`src/hw/rtl/ima_adpcm_encoder_defines.svh`:
```
// Assertion macros for the IMA ADPCM encoder RTL.
// Depends on nothing; included by modules that carry assertions.
`ifndef IMA_ADPCM_ENCODER_DEFINES_SVH
`define IMA_ADPCM_ENCODER_DEFINES_SVH

`ifndef NO_ASSERTIONS
`define IMA_ASSERT_SAME(label, clk, rst_n, ante, cons) \
    label: assert property (@(posedge clk) disable iff (!(rst_n)) (ante) |-> (cons)) \
        else $error("ima_adpcm_encoder: same-cycle check failed");
`define IMA_ASSERT_NEXT(label, clk, rst_n, ante, cons) \
    label: assert property (@(posedge clk) disable iff (!(rst_n)) (ante) |=> (cons)) \
        else $error("ima_adpcm_encoder: next-cycle check failed");
`else
`define IMA_ASSERT_SAME(label, clk, rst_n, ante, cons)
`define IMA_ASSERT_NEXT(label, clk, rst_n, ante, cons)
`endif

`endif

```
`src/hw/rtl/imaenc_pkg.sv`:
```
// Types, constants and the step size table of the IMA ADPCM encoder.
// No dependencies.
package imaenc_pkg;

    localparam int SampleW = 16;
    localparam int CodeW   = 4;
    localparam int IdxW    = 7;
    localparam int StepW   = 15;
    localparam int MaxIdx  = 88;

    typedef logic signed [SampleW-1:0] t_sample;
    typedef logic        [IdxW-1:0]    t_idx;
    typedef logic        [StepW-1:0]   t_step;
    typedef logic        [CodeW-1:0]   t_code;

    localparam t_sample PredMax = 16'sh7fff;
    localparam t_sample PredMin = 16'sh8000;
    localparam t_idx    IdxTop  = t_idx'(MaxIdx);

    function automatic t_step step_of(input t_idx idx);
        t_step s;
        case (idx)
            7'd0:  s = 15'd7;     7'd1:  s = 15'd8;     7'd2:  s = 15'd9;
            7'd3:  s = 15'd10;    7'd4:  s = 15'd11;    7'd5:  s = 15'd12;
            7'd6:  s = 15'd13;    7'd7:  s = 15'd14;    7'd8:  s = 15'd16;
            7'd9:  s = 15'd17;    7'd10: s = 15'd19;    7'd11: s = 15'd21;
            7'd12: s = 15'd23;    7'd13: s = 15'd25;    7'd14: s = 15'd28;
            7'd15: s = 15'd31;    7'd16: s = 15'd34;    7'd17: s = 15'd37;
            7'd18: s = 15'd41;    7'd19: s = 15'd45;    7'd20: s = 15'd50;
            7'd21: s = 15'd55;    7'd22: s = 15'd60;    7'd23: s = 15'd66;
            7'd24: s = 15'd73;    7'd25: s = 15'd80;    7'd26: s = 15'd88;
            7'd27: s = 15'd97;    7'd28: s = 15'd107;   7'd29: s = 15'd118;
            7'd30: s = 15'd130;   7'd31: s = 15'd143;   7'd32: s = 15'd157;
            7'd33: s = 15'd173;   7'd34: s = 15'd190;   7'd35: s = 15'd209;
            7'd36: s = 15'd230;   7'd37: s = 15'd253;   7'd38: s = 15'd279;
            7'd39: s = 15'd307;   7'd40: s = 15'd337;   7'd41: s = 15'd371;
            7'd42: s = 15'd408;   7'd43: s = 15'd449;   7'd44: s = 15'd494;
            7'd45: s = 15'd544;   7'd46: s = 15'd598;   7'd47: s = 15'd658;
            7'd48: s = 15'd724;   7'd49: s = 15'd796;   7'd50: s = 15'd876;
            7'd51: s = 15'd963;   7'd52: s = 15'd1060;  7'd53: s = 15'd1166;
            7'd54: s = 15'd1282;  7'd55: s = 15'd1411;  7'd56: s = 15'd1552;
            7'd57: s = 15'd1707;  7'd58: s = 15'd1878;  7'd59: s = 15'd2066;
            7'd60: s = 15'd2272;  7'd61: s = 15'd2499;  7'd62: s = 15'd2749;
            7'd63: s = 15'd3024;  7'd64: s = 15'd3327;  7'd65: s = 15'd3660;
            7'd66: s = 15'd4026;  7'd67: s = 15'd4428;  7'd68: s = 15'd4871;
            7'd69: s = 15'd5358;  7'd70: s = 15'd5894;  7'd71: s = 15'd6484;
            7'd72: s = 15'd7132;  7'd73: s = 15'd7845;  7'd74: s = 15'd8630;
            7'd75: s = 15'd9493;  7'd76: s = 15'd10442; 7'd77: s = 15'd11487;
            7'd78: s = 15'd12635; 7'd79: s = 15'd13899; 7'd80: s = 15'd15289;
            7'd81: s = 15'd16818; 7'd82: s = 15'd18500; 7'd83: s = 15'd20350;
            7'd84: s = 15'd22385; 7'd85: s = 15'd24623; 7'd86: s = 15'd27086;
            7'd87: s = 15'd29794;
            default: s = 15'd32767;
        endcase
        return s;
    endfunction

endpackage

```
`src/hw/rtl/ima_adpcm_encoder.sv`:
```
// IMA ADPCM encoder top level: input register, combinational quantizer, output register.
// Depends on imaenc_pkg and ima_adpcm_encoder_defines.svh.
//
// Slave channel: one signed 16-bit PCM sample per word on i_s_axis_tdata,
// i_s_axis_tlast marks the final sample of a block.
// Master channel: one byte of two 4-bit codes, earlier code in bits 7..4;
// o_m_axis_tlast marks the final byte of a block. An odd block ends with a
// byte whose low nibble is zero. A byte leaves on every second sample of a block.
// A sample taken into the input register updates the codec state when it
// advances; a byte it completes is valid on the master side from then on.
// Throughput: one sample per cycle while the receiver does not stall, set by
// the registered loop through predictor, step index and step size register.
// The receiver may stall: the output register holds its byte, the input
// register holds one sample, and o_s_axis_tready falls only while both
// are full and the byte is not taken.
// Reset (synchronous, active low) clears predictor, step index, pairing
// and both valid flags; the step size register loads the index-0 step.
`include "ima_adpcm_encoder_defines.svh"

module ima_adpcm_encoder
    import imaenc_pkg::*;
(
    input  logic        i_clk,
    input  logic        i_rst_n,
    input  logic        i_s_axis_tvalid,
    output logic        o_s_axis_tready,
    input  logic [15:0] i_s_axis_tdata,   // [15:0] sample
    input  logic        i_s_axis_tlast,   // last_of_block
    output logic        o_m_axis_tvalid,
    input  logic        i_m_axis_tready,
    output logic [7:0]  o_m_axis_tdata,   // [7:0] code_byte
    output logic        o_m_axis_tlast    // final_byte
);

    logic    r_in_valid;
    t_sample r_in_sample;
    logic    r_in_last;

    t_sample r_pred;
    t_idx    r_step_index;
    t_step   r_step;
    t_code   r_held;
    logic    r_second;

    logic       r_out_valid;
    logic [7:0] r_out_byte;
    logic       r_out_final;

    logic    advance;
    t_sample n_pred;
    t_idx    n_step_index;
    t_code   n_code;

    assign advance         = r_in_valid && (!r_out_valid || i_m_axis_tready);
    assign o_s_axis_tready = !r_in_valid || advance;

    always_comb begin
        logic signed [SampleW:0]   diff;
        logic        [SampleW:0]   d0;
        logic        [SampleW:0]   d1;
        logic        [SampleW:0]   d2;
        logic        [SampleW:0]   s0;
        logic        [SampleW:0]   s1;
        logic        [SampleW:0]   s2;
        logic        [SampleW:0]   vp;
        logic signed [SampleW+1:0] nxt;
        logic        [2:0]         mag;
        logic                      sgn;
        logic        [IdxW:0]      ni;

        diff = {r_in_sample[SampleW-1], r_in_sample} - {r_pred[SampleW-1], r_pred};
        sgn  = diff[SampleW];
        d0   = sgn ? (SampleW+1)'(-diff) : (SampleW+1)'(diff);
        s0   = (SampleW+1)'(r_step);
        s1   = s0 >> 1;
        s2   = s0 >> 2;
        vp   = s0 >> 3;
        mag  = 3'd0;
        if (d0 >= s0) begin
            mag[2] = 1'b1;
            d1     = d0 - s0;
            vp     = vp + s0;
        end else begin
            d1 = d0;
        end
        if (d1 >= s1) begin
            mag[1] = 1'b1;
            d2     = d1 - s1;
            vp     = vp + s1;
        end else begin
            d2 = d1;
        end
        if (d2 >= s2) begin
            mag[0] = 1'b1;
            vp     = vp + s2;
        end
        if (sgn) begin
            nxt = {{2{r_pred[SampleW-1]}}, r_pred} - $signed({1'b0, vp});
        end else begin
            nxt = {{2{r_pred[SampleW-1]}}, r_pred} + $signed({1'b0, vp});
        end
        if (nxt > (SampleW+2)'(PredMax)) begin
            n_pred = PredMax;
        end else if (nxt < (SampleW+2)'(PredMin)) begin
            n_pred = PredMin;
        end else begin
            n_pred = nxt[SampleW-1:0];
        end
        if (mag[2]) begin
            ni = {1'b0, r_step_index} + {{(IdxW-2){1'b0}}, mag[1:0], 1'b0}
                 + (IdxW+1)'(2);
            n_step_index = (ni > (IdxW+1)'(MaxIdx)) ? IdxTop : ni[IdxW-1:0];
        end else begin
            ni = {1'b0, r_step_index};
            n_step_index = (r_step_index == '0) ? '0 : r_step_index - t_idx'(1);
        end
        n_code = {sgn, mag};
    end

    always_ff @(posedge i_clk) begin
        if (!i_rst_n) begin
            r_in_valid   <= 1'b0;
            r_out_valid  <= 1'b0;
            r_pred       <= '0;
            r_step_index <= '0;
            r_step       <= step_of('0);
            r_held       <= '0;
            r_second     <= 1'b0;
        end else begin
            if (o_s_axis_tready) begin
                r_in_valid <= i_s_axis_tvalid;
            end
            if (r_out_valid && i_m_axis_tready) begin
                r_out_valid <= 1'b0;
            end
            if (advance) begin
                r_pred       <= n_pred;
                r_step_index <= n_step_index;
                r_step       <= step_of(n_step_index);
                if (r_second) begin
                    r_out_valid <= 1'b1;
                    r_out_byte  <= {r_held, n_code};
                    r_out_final <= r_in_last;
                    r_second    <= 1'b0;
                end else if (r_in_last) begin
                    r_out_valid <= 1'b1;
                    r_out_byte  <= {n_code, 4'h0};
                    r_out_final <= 1'b1;
                end else begin
                    r_held   <= n_code;
                    r_second <= 1'b1;
                end
            end
        end
        if (o_s_axis_tready && i_s_axis_tvalid) begin
            r_in_sample <= i_s_axis_tdata;
            r_in_last   <= i_s_axis_tlast;
        end
    end

    assign o_m_axis_tvalid = r_out_valid;
    assign o_m_axis_tdata  = r_out_byte;
    assign o_m_axis_tlast  = r_out_final;

    `IMA_ASSERT_SAME(a_idx_range, i_clk, i_rst_n, 1'b1, r_step_index <= IdxTop)
    `IMA_ASSERT_SAME(a_step_match, i_clk, i_rst_n, 1'b1, r_step == step_of(r_step_index))
    `IMA_ASSERT_NEXT(a_pair_done, i_clk, i_rst_n, advance && r_second,
                     !r_second && r_out_valid)
    `IMA_ASSERT_NEXT(a_odd_flush, i_clk, i_rst_n, advance && !r_second && r_in_last,
                     r_out_valid && r_out_final && (r_out_byte[3:0] == 4'h0))

endmodule
```
`config.mk`:
```
export PLATFORM = sky130hd
export DESIGN_NAME = ima_adpcm_encoder
export DESIGN_NICKNAME = d
export VERILOG_FILES = /design/src/hw/rtl/imaenc_pkg.sv /design/src/hw/rtl/ima_adpcm_encoder.sv
export VERILOG_INCLUDE_DIRS = /design/src /design/src/hw/rtl
export SDC_FILE = /design/constraint.sdc
export NUM_CORES = 1
export LEC_CHECK = 0
export BUFFER_PORTS_ARGS = -buffer_cell sky130_fd_sc_hd__clkbuf_2
export CAP_MARGIN = 25
export CORE_MARGIN = 2
export CORE_UTILIZATION = 40
export CTS_BUF_LIST = sky130_fd_sc_hd__clkbuf_8
export CTS_CLUSTER_SIZE = 24
export DETAILED_ROUTE_END_ITERATION = 6
export GPL_TIMING_DRIVEN = 0
export PLACE_DENSITY = 0.63
export SYNTH_ARGS = -nofsm -noshare
export SYNTH_HDL_FRONTEND = slang
export SYNTH_SLANG_ARGS = --single-unit
export TNS_END_PERCENT = 10
```
`constraint.sdc`:
```
create_clock -name i_clk -period 51.9 [get_ports i_clk]
set_input_delay 2.595 -clock i_clk [delete_from_list [all_inputs] [get_ports i_clk]]
set_output_delay 2.595 -clock i_clk [all_outputs]
set_load 0.1 [all_outputs]
```
# Word level (Yosys, flattened, before mapping)

Memory sizes are Yosys's and may differ from the RTL's. A register that Yosys moved wholly into a read port is not among the register bits.
Index checks and enable logic that the tools add are counted.

Add/subtract/negate cells: 12
Multiply operators: 0
Divide/modulo/power cells: 0
Order comparisons: 6
Equal/unequal tests: 0
Shifts and indexed selects: 0
Muxes and demuxes: 25
Bitwise operators: 2
Reductions and logical operators: 12

Operators with widths:

| cell                 | number |
|---|---|
| $mux 17              | 6 |
| $mux 16              | 2 |
| $mux 7               | 3 |
| $add 18x17->18       | 1 |
| $gt 18x16->1 const B | 1 |
| $lt 18x16->1 const B | 1 |
| $mux 18              | 1 |
| $sub 18x17->18       | 1 |
| $add 17x13->17       | 1 |
| $add 17x14->17       | 1 |
| $ge 17x13->1         | 1 |
| $ge 17x14->1         | 1 |
| $ge 17x15->1         | 1 |
| $neg 17->17          | 1 |
| $sub 16x16->17       | 1 |
| $sub 17x14->17       | 1 |
| $sub 17x15->17       | 1 |
| $add 12x15->16       | 1 |
| $mux 8               | 2 |
| $mux 1               | 11 |
| $add 7x3->8          | 1 |
| $add 8x2->8 const B  | 1 |
| $gt 8x7->1 const B   | 1 |
| $logic_not 7->1      | 1 |
| other kinds (7)      | 14 |

Bits in registers: 56
Latch bits: 0
Bits in writable memories: 0
Bits in read-only memories: 1920
Output and inout port bits: 11
Memories: 1

Memories:

| memory           | depth | bits a word | read ports | clocked after memory_dff | write ports | line             | RTL |
|---|---|---|---|---|---|---|---|
| (name not given) | 128   | 15          | 1          | 1                        | 0           | imaenc_pkg.sv:22 | `case (idx)` |

# Longest topological paths before layout

Gate-level depths: netlist of run 1.

Depth after elaboration: 14
Depth in mapped cells: 85
Gate-level depth less buffers: 72

# Worst setup path before layout of run 1

OpenSTA, ideal clock, no wires.

Kind: reg2reg
Start point: register r_in_sample[0]
End point: register r_pred[1]
Library setup time: 0.117 ns
Arrival: 16.698 ns
Required time: 51.783 ns
Slack: 35.085 ns
Cell stages (with the launch flop): 81
Period minus slack after synthesis: 16.815 ns
Cell sequence: edfxtp_1 inv_1 ha_1 fa_1 and2b_1 o22a_1 xnor2_1 or4_1 a2111oi_0 o21ai_0 nand2_1 xor2_1 ha_1 nand4_1 nor4_1 nand3b_1 o21a_1 nor3_1 (+45 left out) ha_1 nor2b_1 o21ai_0 a21oi_1 o21ai_0 a21oi_1 o21ai_0 a21oi_1 o31a_1 o21ai_0 o21a_1 a21oi_1 xnor2_1 nand3_1 o31ai_1 a211oi_4 and3_1 a32o_1

Cells in the longest elaborated chain, start to end: 14
Elaborated cells between the ends (all ways): 22

RTL lines:

| element                                                 | line                                              | RTL |
|---|---|---|
| start: declaration                                      | ima_adpcm_encoder.sv:36                           | `t_sample r_in_sample;` |
| start signal: assignment                                | ima_adpcm_encoder.sv:156                          | `r_in_sample <= i_s_axis_tdata;` |
| $sub 16x16->17 (*)                                      | ima_adpcm_encoder.sv:71                           | `diff = {r_in_sample[SampleW-1], r_in_sample} - {r_pred[SampleW-1], r_pred};` |
| $neg 17->17                                             | ima_adpcm_encoder.sv:73                           | `d0 = sgn ? (SampleW+1)'(-diff) : (SampleW+1)'(diff);` |
| $mux 17                                                 | ima_adpcm_encoder.sv:73                           |  |
| $ge 17x15->1 / $sub 17x15->17 (equally long branches)   | ima_adpcm_encoder.sv:79, ima_adpcm_encoder.sv:81  |  |
| $mux 17                                                 | ima_adpcm_encoder.sv:79                           | `if (d0 >= s0) begin` |
| $add 17x14->17, or another cell as far along            | ima_adpcm_encoder.sv:89                           | `vp = vp + s1;` |
| $mux 17                                                 | ima_adpcm_encoder.sv:86                           | `if (d1 >= s1) begin` |
| $add 17x13->17 / $ge 17x13->1 (equally long branches)   | ima_adpcm_encoder.sv:95, ima_adpcm_encoder.sv:93  |  |
| $mux 17                                                 | ima_adpcm_encoder.sv:93                           | `if (d2 >= s2) begin` |
| $add 18x17->18 / $sub 18x17->18 (equally long branches) | ima_adpcm_encoder.sv:100, ima_adpcm_encoder.sv:98 |  |
| $mux 18 (*)                                             | ima_adpcm_encoder.sv:97                           | `if (sgn) begin` |
| $lt 18x16->1                                            | ima_adpcm_encoder.sv:104                          | `end else if (nxt < (SampleW+2)'(PredMin)) begin` |
| $mux 16                                                 | ima_adpcm_encoder.sv:104                          |  |
| $mux 16 (*)                                             | ima_adpcm_encoder.sv:102                          | `if (nxt > (SampleW+2)'(PredMax)) begin` |
| end signal: assignment                                  | ima_adpcm_encoder.sv:137                          | `r_pred <= n_pred;` |
| end: declaration                                        | ima_adpcm_encoder.sv:39                           | `t_sample r_pred;` |

Every way passes the cells marked *; elsewhere a longest branch is shown, timed or not.
A chain may end at the register's enable or synchronous reset.

# Worst setup path after layout of run 1

Start point: register r_pred[0]
End point: register r_pred[1]

Cells in the longest elaborated chain, start to end: 14
Elaborated cells between the ends (all ways): 22

RTL lines:

| element                                                 | line |
|---|---|
| $sub 16x16->17                                          | ima_adpcm_encoder.sv:71 |
| $neg 17->17                                             | ima_adpcm_encoder.sv:73 |
| $mux 17                                                 | ima_adpcm_encoder.sv:73 |
| $ge 17x15->1 / $sub 17x15->17 (equally long branches)   | ima_adpcm_encoder.sv:79, ima_adpcm_encoder.sv:81 |
| $mux 17                                                 | ima_adpcm_encoder.sv:79 |
| $add 17x14->17, or another cell as far along            | ima_adpcm_encoder.sv:89 |
| $mux 17                                                 | ima_adpcm_encoder.sv:86 |
| $add 17x13->17 / $ge 17x13->1 (equally long branches)   | ima_adpcm_encoder.sv:95, ima_adpcm_encoder.sv:93 |
| $mux 17                                                 | ima_adpcm_encoder.sv:93 |
| $add 18x17->18 / $sub 18x17->18 (equally long branches) | ima_adpcm_encoder.sv:100, ima_adpcm_encoder.sv:98 |
| $mux 18 (*)                                             | ima_adpcm_encoder.sv:97 |
| $lt 18x16->1                                            | ima_adpcm_encoder.sv:104 |
| $mux 16                                                 | ima_adpcm_encoder.sv:104 |
| $mux 16 (*)                                             | ima_adpcm_encoder.sv:102 |

Marked as above.

==> flow_summary_export.csv, run 1 <==
group,metric,value,unit
clock_tree,cts_tree,"done",
final_layout,nets,1811,
grt,grt-ovfl-total,0,
min_path,holdPathEnd,"r_held[1]",
yosys,synth_area_leaders,"ha_1 (14%), dfxtp_1 (7.7%), edfxtp_1 (6.7%), a21oi_1 (5.9%), nand2_1 (5.3%)",
timing,fin_crit_sh,0.422,
floorplan,rows,62,
final_layout,fillCellCount,2950,
clock_tree,clk_pin_slew,80,ps
clock_tree,cts_made_buffers,9,
min_path,hp-start,"r_held[1]",
setup_path,cp_top_family,"compound AO/OA/AOI/OAI gates",
route,drc,0,
setup_path,crit_arrival,22190,ps
status,outcome,"finished, final reports clean",
setup_path,r2r_end,"r_pred[1]",
grt,grt_pass1_vias,11600,
floorplan,die_w,175,um
setup_path,cp_num_buf_inv,15,
route,first_iter_violations,1418,
yosys,synth_area_per_cell,7.29,um^2
grt,grt_pass1_wl,61.3,mm
final_layout,antenna_cells,0,
route,drt-pass1-iter-count,7,
route,detail-route-antenna-nets,0,
clock_tree,root_buffer,"clkbuf_8",
yosys,yosys_most_used_dff,"dfxtp_1",
min_path,min_path_type,"reg -> reg",
setup_path,required,52170,ps
yosys,yosys.area.top_type,"ha_1",
setup_path,path_class,"reg -> reg",
yosys,ys_seq_area_frac,0.144,
yosys,synth.yosys.warnings,0,
timing,rsz0062_at_grt,"no",
grt,grt_max_degree,18,
setup_path,cp-start-kind,"register",
job,drv_cap,0,
yosys,syn_area,11700,um^2
timing,setup-violations-final,0,
yosys,synth_nets,1769,
clock_tree,clk_path_buf_depth,2,
setup_path,path_common_cell,"o21ai_0",
yosys,async_flop_share,0,
placed_design,place_congestion,0.986,
setup_path,crit_path_end_kind,"register",
timing,slew_violations,0,
clock_tree,clock_latency,380,ps
grt,grt_usage,0.247,
placed_design,dp_hpwl,30.1,mm
timing,max_freq,45.6,MHz
yosys,synthCells,1606,
yosys,synth_cell_types,90,
setup_path,crit_fanout,10,
route,postRouteWirelength,38.3,mm
timing,fin_skew,16.7,ps
timing,fin_crit,21920,ps
floorplan,die_area,30700,um^2
setup_path,r2r_start,"r_pred[0]",
floorplan,coreArea,28800,um^2
clock_tree,post_cts_buffers,0,
min_path,holdPathStages,1,
setup_path,max_stage_delay,700,ps
setup_path,crit_slowest_cell,"nor4_1",
setup_path,r2r_cells,80,
clock_tree,post_cts_resized,0,
floorplan,fp.dieH,175,um
clock_tree,cts_sinks,71,
yosys,ys_ff_latch,71,
timing,fin_tns_setup,0,ps
final_layout,syn_to_final_growth,6.88,%
setup_path,ff2ff_setup_slack,29980,ps
route,dr_total_vias,12500,
grt,antenna_found_initial,0,
timing,hold_viol_final,0,
clock_tree,cts-hold-fix-buffers,0,
final_layout,drive_above_1_share,0.0611,
timing,relSlewSlack,0.351,
floorplan,ioPinCount,32,
clock_tree,h-tree-depth,3,
timing,worstMarginPinSlew,947,ps
yosys,yosysTopAreaCellShare,0.143,
route,routedWlPerCell,18.8,um
yosys,synth_edf_count,26,
route,viasPerCell,6.12,
placed_design,place.port_buffers,30,
floorplan,start_util,0.407,
-- how the worst max path moves through the flow --
stage                         startpoint        end  slack [ps]  cells after the start
after global routing           r_pred[0]  r_pred[1]       28100                     80
after CTS                 r_in_sample[0]  r_pred[1]       30390                     81
after detailed placement  r_in_sample[0]  r_pred[1]       30540                     81
after global placement    r_in_sample[0]  r_step[2]       30030                     74
after floorplan           r_in_sample[0]  r_pred[1]       35080                     80
final                          r_pred[0]  r_pred[1]       29980                     80
-- layout make-up --
class                   count  area (um^2)  share of cell area
plain buffers              83          349              0.0279
clock buffers              10          138              0.0110
clock inverters             6         30.0             0.00240
inverters                  87          327              0.0261
multi-input cells        1365         9350               0.748
flip-flops and latches     71         1680               0.134
well taps                 384          480              0.0384
repair buffers             31          154              0.0123
-- per-stage QoR --
step	instances	area, um^2	setup WS [ps]	hold WS [ps]	util
detailed placement	2021	12300	30540	486	0.429
global route	2037	12500	28100	523	0.435
CTS	2037	12500	30390	506	0.435
floorplan	1606	11700	35080	467	-
global placement	2020	12300	30030	475	0.429
finish	2037	12500	29980	500	0.435
-- worst reg2reg max path: cells and delay by family, from the launching register on --
kind                     cells  cell delay (ps)
multiplexers                 1              260
XOR/XNOR                     2              630
AO/OA/AOI/OAI               39             9920
AND/OR/NAND/NOR             16             3200
flip-flops                   1              370
buffers and inverters       15             5480
adder cells (fa/ha/maj)      7             1960
-- cells in the final DEF (no fill, tap or decap), drive strengths merged, types with 11 or more instances in the layout --
master / instances
a31oi: 19
buf: 23
or2: 11
o21ai: 128
o211ai: 21
and2: 15
nand2: 166
or3: 17
and3: 11
a211oi: 18
mux2: 17
inv: 88
nor2b: 22
nor2: 138
a21o: 27
a21oi: 137
clkbuf: 101
edfxtp: 26
ha: 134
nand4: 14
nor3: 44
nand2b: 16
xnor2: 67
a21boi: 18
o21a: 23
nand3: 40
dfxtp: 45
nor4: 14
xor2: 40
mux2i: 29
o21bai: 12
o211a: 13
o31ai: 16
-- registers in the layout, summed over array words and instances, names as in the netlist, 4 cells and up --
| signal | flops |
|---|---|
| r_in_sample | 16 |
| r_pred | 16 |
| r_step | 15 |
| o_m_axis_tdata | 8 |
| r_step_index | 7 |
| r_held | 4 |
-- cells by family after synthesis --
kind of cell | count (synthesis) | share of synthesized area
AND/OR/NAND/NOR | 534 | 0.218
flip-flops | 71 | 0.144
multiplexers | 46 | 0.0411
AO/OA/AOI/OAI | 536 | 0.303
buffers and inverters | 170 | 0.0577
adder cells (fa/ha/maj) | 142 | 0.157
XOR/XNOR | 107 | 0.0800
-- cells in the mapped netlist, types with 19 or more instances --
| library cell | n |
|---|---|
| mux2i_1 | 29 |
| ha_1 | 134 |
| inv_1 | 85 |
| o21a_1 | 23 |
| o211ai_1 | 21 |
| edfxtp_1 | 26 |
| o21ai_0 | 123 |
| nor2b_1 | 22 |
| clkbuf_1 | 61 |
| nor2_1 | 136 |
| nor3_1 | 42 |
| a31oi_1 | 19 |
| xor2_1 | 40 |
| nand3_1 | 40 |
| nand2_1 | 166 |
| a21oi_1 | 137 |
| a21o_1 | 26 |
| xnor2_1 | 67 |
| dfxtp_1 | 45 |
-- metal layers --
layer | vias up | wire length (um) | part of all wire | global-route usage
li1 | 5995 | - | - | -
met2 | 551 | 16300 | 0.42 | 0.377
met5 | - | 0 | 0 | 0
met3 | 100 | 3050 | 0.080 | 0.0309
met1 | 5818 | 17900 | 0.47 | 0.361
met4 | 0 | 1100 | 0.029 | 0.0767
Power of run 1 is not shown: default switching activity piles up to over one toggle a cycle in this logic, so the estimate is an artifact.
==> run 2: changes to the inputs <==
Settings changed: ABC_AREA set to 1, PLACE_DENSITY 0.63 to 0.65.
Clock period 51.9 ns to 18.95 ns, I/O delays scaled along.
==> run 2 against run 1 <==
Against the previous run:
- area after synthesis down 4.2%
- flip-flop and latch count unchanged
- die area down 4.1%
- routed wire length down 9.7%
==> flow_summary_export.csv, run 2 <==
group,metric,value,unit
clock_tree,clk_path_buf_depth,2,
grt,grt-ovfl-total,0,
min_path,min_path_type,"reg -> reg",
clock_tree,root_buffer,"clkbuf_8",
min_path,holdPathStages,2,
floorplan,die_area,29400,um^2
final_layout,antenna_cells,0,
clock_tree,h-tree-depth,3,
status,outcome,"finished, final reports clean",
timing,fin_tns_setup,0,ps
yosys,synth_area_per_cell,6.35,um^2
route,detail-route-antenna-nets,0,
final_layout,nets,1971,
timing,slew_violations,0,
timing,rsz0062_at_grt,"no",
setup_path,path_common_cell,"nand2_1",
grt,grt_pass1_wl,54.9,mm
timing,max_freq,64.6,MHz
route,dr_total_vias,11700,
yosys,synth.most_common_cell,"nand2_1",
setup_path,ff2ff_setup_slack,3470,ps
yosys,yosysTopAreaCellShare,0.150,
clock_tree,post_cts_resized,0,
floorplan,start_util,0.405,
clock_tree,cts-hold-fix-buffers,0,
route,viasPerCell,5.34,
job,drv_cap,0,
setup_path,path_class,"reg -> reg",
final_layout,syn_to_final_growth,7.16,%
clock_tree,cts_tree,"done",
final_layout,multiInputGateArea,8270,um^2
clock_tree,clk_pin_slew,80,ps
grt,antenna_found_initial,1,
placed_design,place_congestion,1.01,
final_layout,drive_above_1_share,0.0734,
setup_path,cp-start-kind,"register",
floorplan,fp.dieH,171,um
route,first_iter_violations,999,
yosys,synthCells,1765,
final_layout,top_regs,"r_in_sample: 16 flops, r_pred: 16 flops, r_step: 15 flops",
timing,fin_crit_sh,0.817,
setup_path,crit_slowest_cell,"a2111oi_0",
timing,fin_skew,17.1,ps
yosys,ys_ff_latch,71,
setup_path,crit_arrival,15780,ps
yosys,yosys.area.top_type,"ha_1",
yosys,synthTopCellsByCount,"nand2_1 (402), inv_1 (264), o21ai_0 (149), a21oi_1 (140), ha_1 (134)",
route,drc,0,
clock_tree,post_cts_buffers,0,
floorplan,ioPinCount,32,
timing,setup-violations-final,0,
yosys,synth_edf_count,26,
floorplan,rows,61,
setup_path,required,19250,ps
timing,relSlewSlack,0.457,
clock_tree,cts_sinks,71,
yosys,yosys_most_used_dff,"dfxtp_1",
grt,grt_pass1_vias,10700,
setup_path,crit_path_end_kind,"register",
clock_tree,cts_made_buffers,9,
yosys,synth_nets,1928,
setup_path,crit_fanout,10,
setup_path,max_stage_delay,690,ps
timing,fin_crit,15480,ps
clock_tree,clock_latency,380,ps
yosys,syn_area,11200,um^2
final_layout,layout_common_cells,"nand2_1 (402), inv_1 (266), o21ai_0 (149)",
placed_design,dp_hpwl,28.2,mm
yosys,synth.yosys.warnings,0,
grt,grt_max_degree,18,
timing,worstMarginPinSlew,815,ps
floorplan,coreArea,27700,um^2
final_layout,final_common_cell,"nand2_1",
route,routedWlPerCell,15.8,um
grt,grt_usage,0.237,
timing,hold_viol_final,0,
final_layout,fillCellCount,2905,
yosys,synth_area_leaders,"ha_1 (15%), nand2_1 (13%), inv_1 (8.8%), dfxtp_1 (8.0%), edfxtp_1 (7.0%)",
setup_path,r2r_cells,79,
final_layout,regArea,1680,um^2
yosys,ys_seq_area_frac,0.150,
yosys,synth_cell_types,57,
yosys,async_flop_share,0,
route,drt-pass1-iter-count,7,
route,postRouteWirelength,34.6,mm
floorplan,die_w,171,um
placed_design,place.port_buffers,31,
## run 2: cell count changes in the layout (fill, tap and decap cells not counted), moves of 28 or more
cell / previous run / this run
nand3_1: 40 / 78
inv_1: 87 / 266
xnor2_1: 67 / 26
mux2i_1: 28 / 0
nand2_1: 166 / 402
xor2_1: 40 / 80
## run 2: logic make-up after synthesis
logic type	Yosys count	share of synthesized area
buffers and inverters	323	0.113
and+or+nand+nor	715	0.282
AOI/OAI and AO/OA	408	0.208
DFF	71	0.150
xor gates and xnor gates	106	0.0828
adders and majority gates	142	0.164
## run 2: worst max-delay path, delay by kind of cell (launching register included)
kind	cells	cell delay [ps]
buf+inv	18	4050
compound gates	19	3960
simple gates	31	3820
fa+ha+maj	9	2800
flops	1	380
xor+xnor	2	380
## run 2: layout make-up
class / instances / share of cell area
multi-input combinational: 1371 / 0.688
sequential: 71 / 0.140
inverter: 274 / 0.0858
tap: 378 / 0.0394
buffer: 49 / 0.0197
timing repair buffer: 32 / 0.0138
clock buffer: 9 / 0.0103
clock inverter: 7 / 0.00333
## run 2: layer usage
metal | vias up | wire (um) | global-route usage
met5 | - | 0 | 0
met4 | 0 | 753 | 0.0641
met3 | 57 | 2210 | 0.0398
met2 | 343 | 15100 | 0.379
met1 | 5351 | 16500 | 0.327
li1 | 5940 | - | -
## run 2: final timing paths
kind	from	endpoint
worst min register to register	r_in_valid	r_in_valid
worst max-delay path	r_pred[0]	r_step[4]
worst min-delay path	r_in_valid	r_in_valid
worst max register to register	r_pred[0]	r_step[4]
## run 2: stage by stage
step | setup slack (ps) | cell area, um^2 | utilization | cells | hold slack, ps
after global placement | 3340 | 11800 | 0.427 | 2174 | 513
after CTS | 3830 | 12000 | 0.434 | 2191 | 524
final | 3470 | 12000 | 0.434 | 2191 | 525
after global routing | 2270 | 12000 | 0.434 | 2191 | 573
after detailed placement | 3910 | 11900 | 0.428 | 2175 | 511
after floorplan | 7130 | 11200 | - | 1765 | 462
Power of run 2 is left out for the same reason.
==> run 3: changes to the inputs <==
Settings changed: ABC_AREA 1 to 0, PLACE_DENSITY 0.65 to 0.63.
Clock period 18.95 ns to 16.2 ns, I/O delays scaled along.
==> run 3 against run 2 <==
Against the previous run:
- via count increased by 9.1%
- flip-flop and latch count unchanged
- critical path depth decreased by 4
- worst hold slack worse by 21 ps
- final cell count shrank 5.4%
- fmax about the same
- non-clock buffer count rose by 69
- count of clock-buffer cells in the layout grew 1
- largest cell class unchanged
==> flow_summary_export.csv, run 3 (same netlist as run 1, synthesis figures left out) <==
group,metric,value,unit
status,outcome,"finished, final reports clean",
floorplan,die_w,175,um
placed_design,dp_hpwl,30.4,mm
setup_path,crit_slowest_cell,"clkbuf_1",
placed_design,place.port_buffers,30,
setup_path,crit_end,"r_step[5]",
floorplan,rows,62,
placed_design,place_congestion,1.01,
route,detail-route-antenna-nets,0,
timing,fin_skew,20.5,ps
grt,antenna_found_initial,0,
route,dr_total_vias,12800,
timing,relSlewSlack,0.376,
floorplan,fp.dieH,175,um
final_layout,fin_area,13400,um^2
final_layout,multiInputGateArea,9770,um^2
floorplan,start_util,0.407,
setup_path,crit_arrival,15790,ps
setup_path,max_stage_delay,640,ps
setup_path,startpoint,"r_pred[6]",
placed_design,placed_area,12400,um^2
grt,grt_max_degree,20,
route,dr_wl_met3,2.68,mm
setup_path,ff2ff_setup_slack,720,ps
route,top_layer_used,"met4",
floorplan,die_area,30700,um^2
route,routedWlPerCell,19.3,um
final_layout,drive_above_1_share,0.137,
setup_path,required,16510,ps
final_layout,fillCellCount,2879,
grt,grt-ovfl-total,0,
clock_tree,clk_pin_slew,80,ps
timing,max_freq,64.6,MHz
timing,setup-violations-final,0,
placed_design,placedCellCount,2021,
timing,fin_tns_setup,0,ps
placed_design,place_ws,-4500,ps
route,dr_wl_met2,17.2,mm
setup_path,crit_path_end_kind,"register",
final_layout,layout_common_cells,"nand2_1 (165), nor2_1 (136), ha_1 (129)",
clock_tree,cts_sinks,71,
setup_path,cp-start-kind,"register",
route,drc,0,
route,viasPerCell,6.15,
timing,slew_violations,0,
grt,grt_pass1_vias,11800,
final_layout,syn_to_final_growth,14.3,%
final_layout,fin_cells,2073,
timing,fin_crit,15480,ps
final_layout,nets,1847,
job,drv_cap,0,
floorplan,coreArea,28800,um^2
floorplan,ioPinCount,32,
setup_path,r2r_end,"r_step[5]",
route,met1Wirelength,18.9,mm
route,drt-pass1-iter-count,6,
min_path,min_path_type,"reg -> reg",
setup_path,r2r_start,"r_pred[6]",
clock_tree,root_buffer,"clkbuf_8",
timing,worstMarginPinSlew,929,ps
clock_tree,cts-hold-fix-buffers,0,
clock_tree,clock_latency,390,ps
route,first_iter_violations,1319,
final_layout,antenna_cells,0,
route,postRouteWirelength,40.0,mm
clock_tree,clk_path_buf_depth,2,
final_layout,final_common_cell,"nand2_1",
grt,grt_usage,0.253,
clock_tree,cts_tree,"done",
clock_tree,cts_made_buffers,9,
final_layout,regArea,1680,um^2
timing,fin_ws,717,ps
grt,grt_pass1_wl,62.5,mm
final_layout,top_regs,"r_in_sample: 16 flops, r_pred: 16 flops, r_step: 15 flops",
clock_tree,h-tree-depth,3,
timing,fin_crit_sh,0.956,
timing,hold_viol_final,0,
setup_path,r2r_cells,75,
setup_path,path_class,"reg -> reg",
setup_path,crit_fanout,19,
-- run 3: cell type report --
class                      instances  area share
buffer                            78      0.0318
clock buffer                      10      0.0103
clock inverter                     6     0.00636
inverter                          87      0.0250
multi-input combinational       1365       0.730
sequential                        71       0.126
tap                              384      0.0359
timing repair buffer              72      0.0348
-- run 3: worst min-delay path by stage --
stage                     cells after the start  slack [ps]      start         to
final                                         1         500  r_held[2]  r_held[2]
after global routing                          1         520  r_held[1]  r_held[1]
after CTS                                     1         500  r_held[2]  r_held[2]
after detailed placement                      1         490  r_held[2]  r_held[2]
after global placement                        1         480  r_held[1]  r_held[1]
after floorplan                               1         470  r_held[0]  r_held[0]
-- run 3: stage by stage --
step | hold slack (ps) | utilization
5_1_grt | 517 | 0.465
6_report | 504 | 0.465
3_5_place_dp | 485 | 0.430
3_3_place_gp | 476 | 0.429
4_1_cts | 505 | 0.449
2_1_floorplan | 467 | -
-- run 3: repair_timing --
item | in CTS | in global routing
gates cloned | 0 | 1
pin swaps | 14 | 30
buffers inserted | 14 | 26
endpoints found under the setup margin | 40 | 33
resized for setup | 80 | 76
-- run 3: layer usage --
layer / up-vias / GRT usage
met4: 0 / 0.0847
li1: 6088 / -
met1: 6074 / 0.368
met3: 91 / 0.0268
met2: 506 / 0.389
met5: - / 0
-- run 3: worst max-delay path, delay by kind of cell, from the launching register on --
family / cells / cell delay [ps]
AO/OA/AOI/OAI: 33 / 5720
AND/OR/NAND/NOR: 15 / 3140
buffers and inverters: 16 / 3080
adder cells (fa/ha/maj): 8 / 2280
multiplexers: 2 / 510
flip-flops: 1 / 370
XOR/XNOR: 1 / 270
Power of run 3 is left out for the same reason.
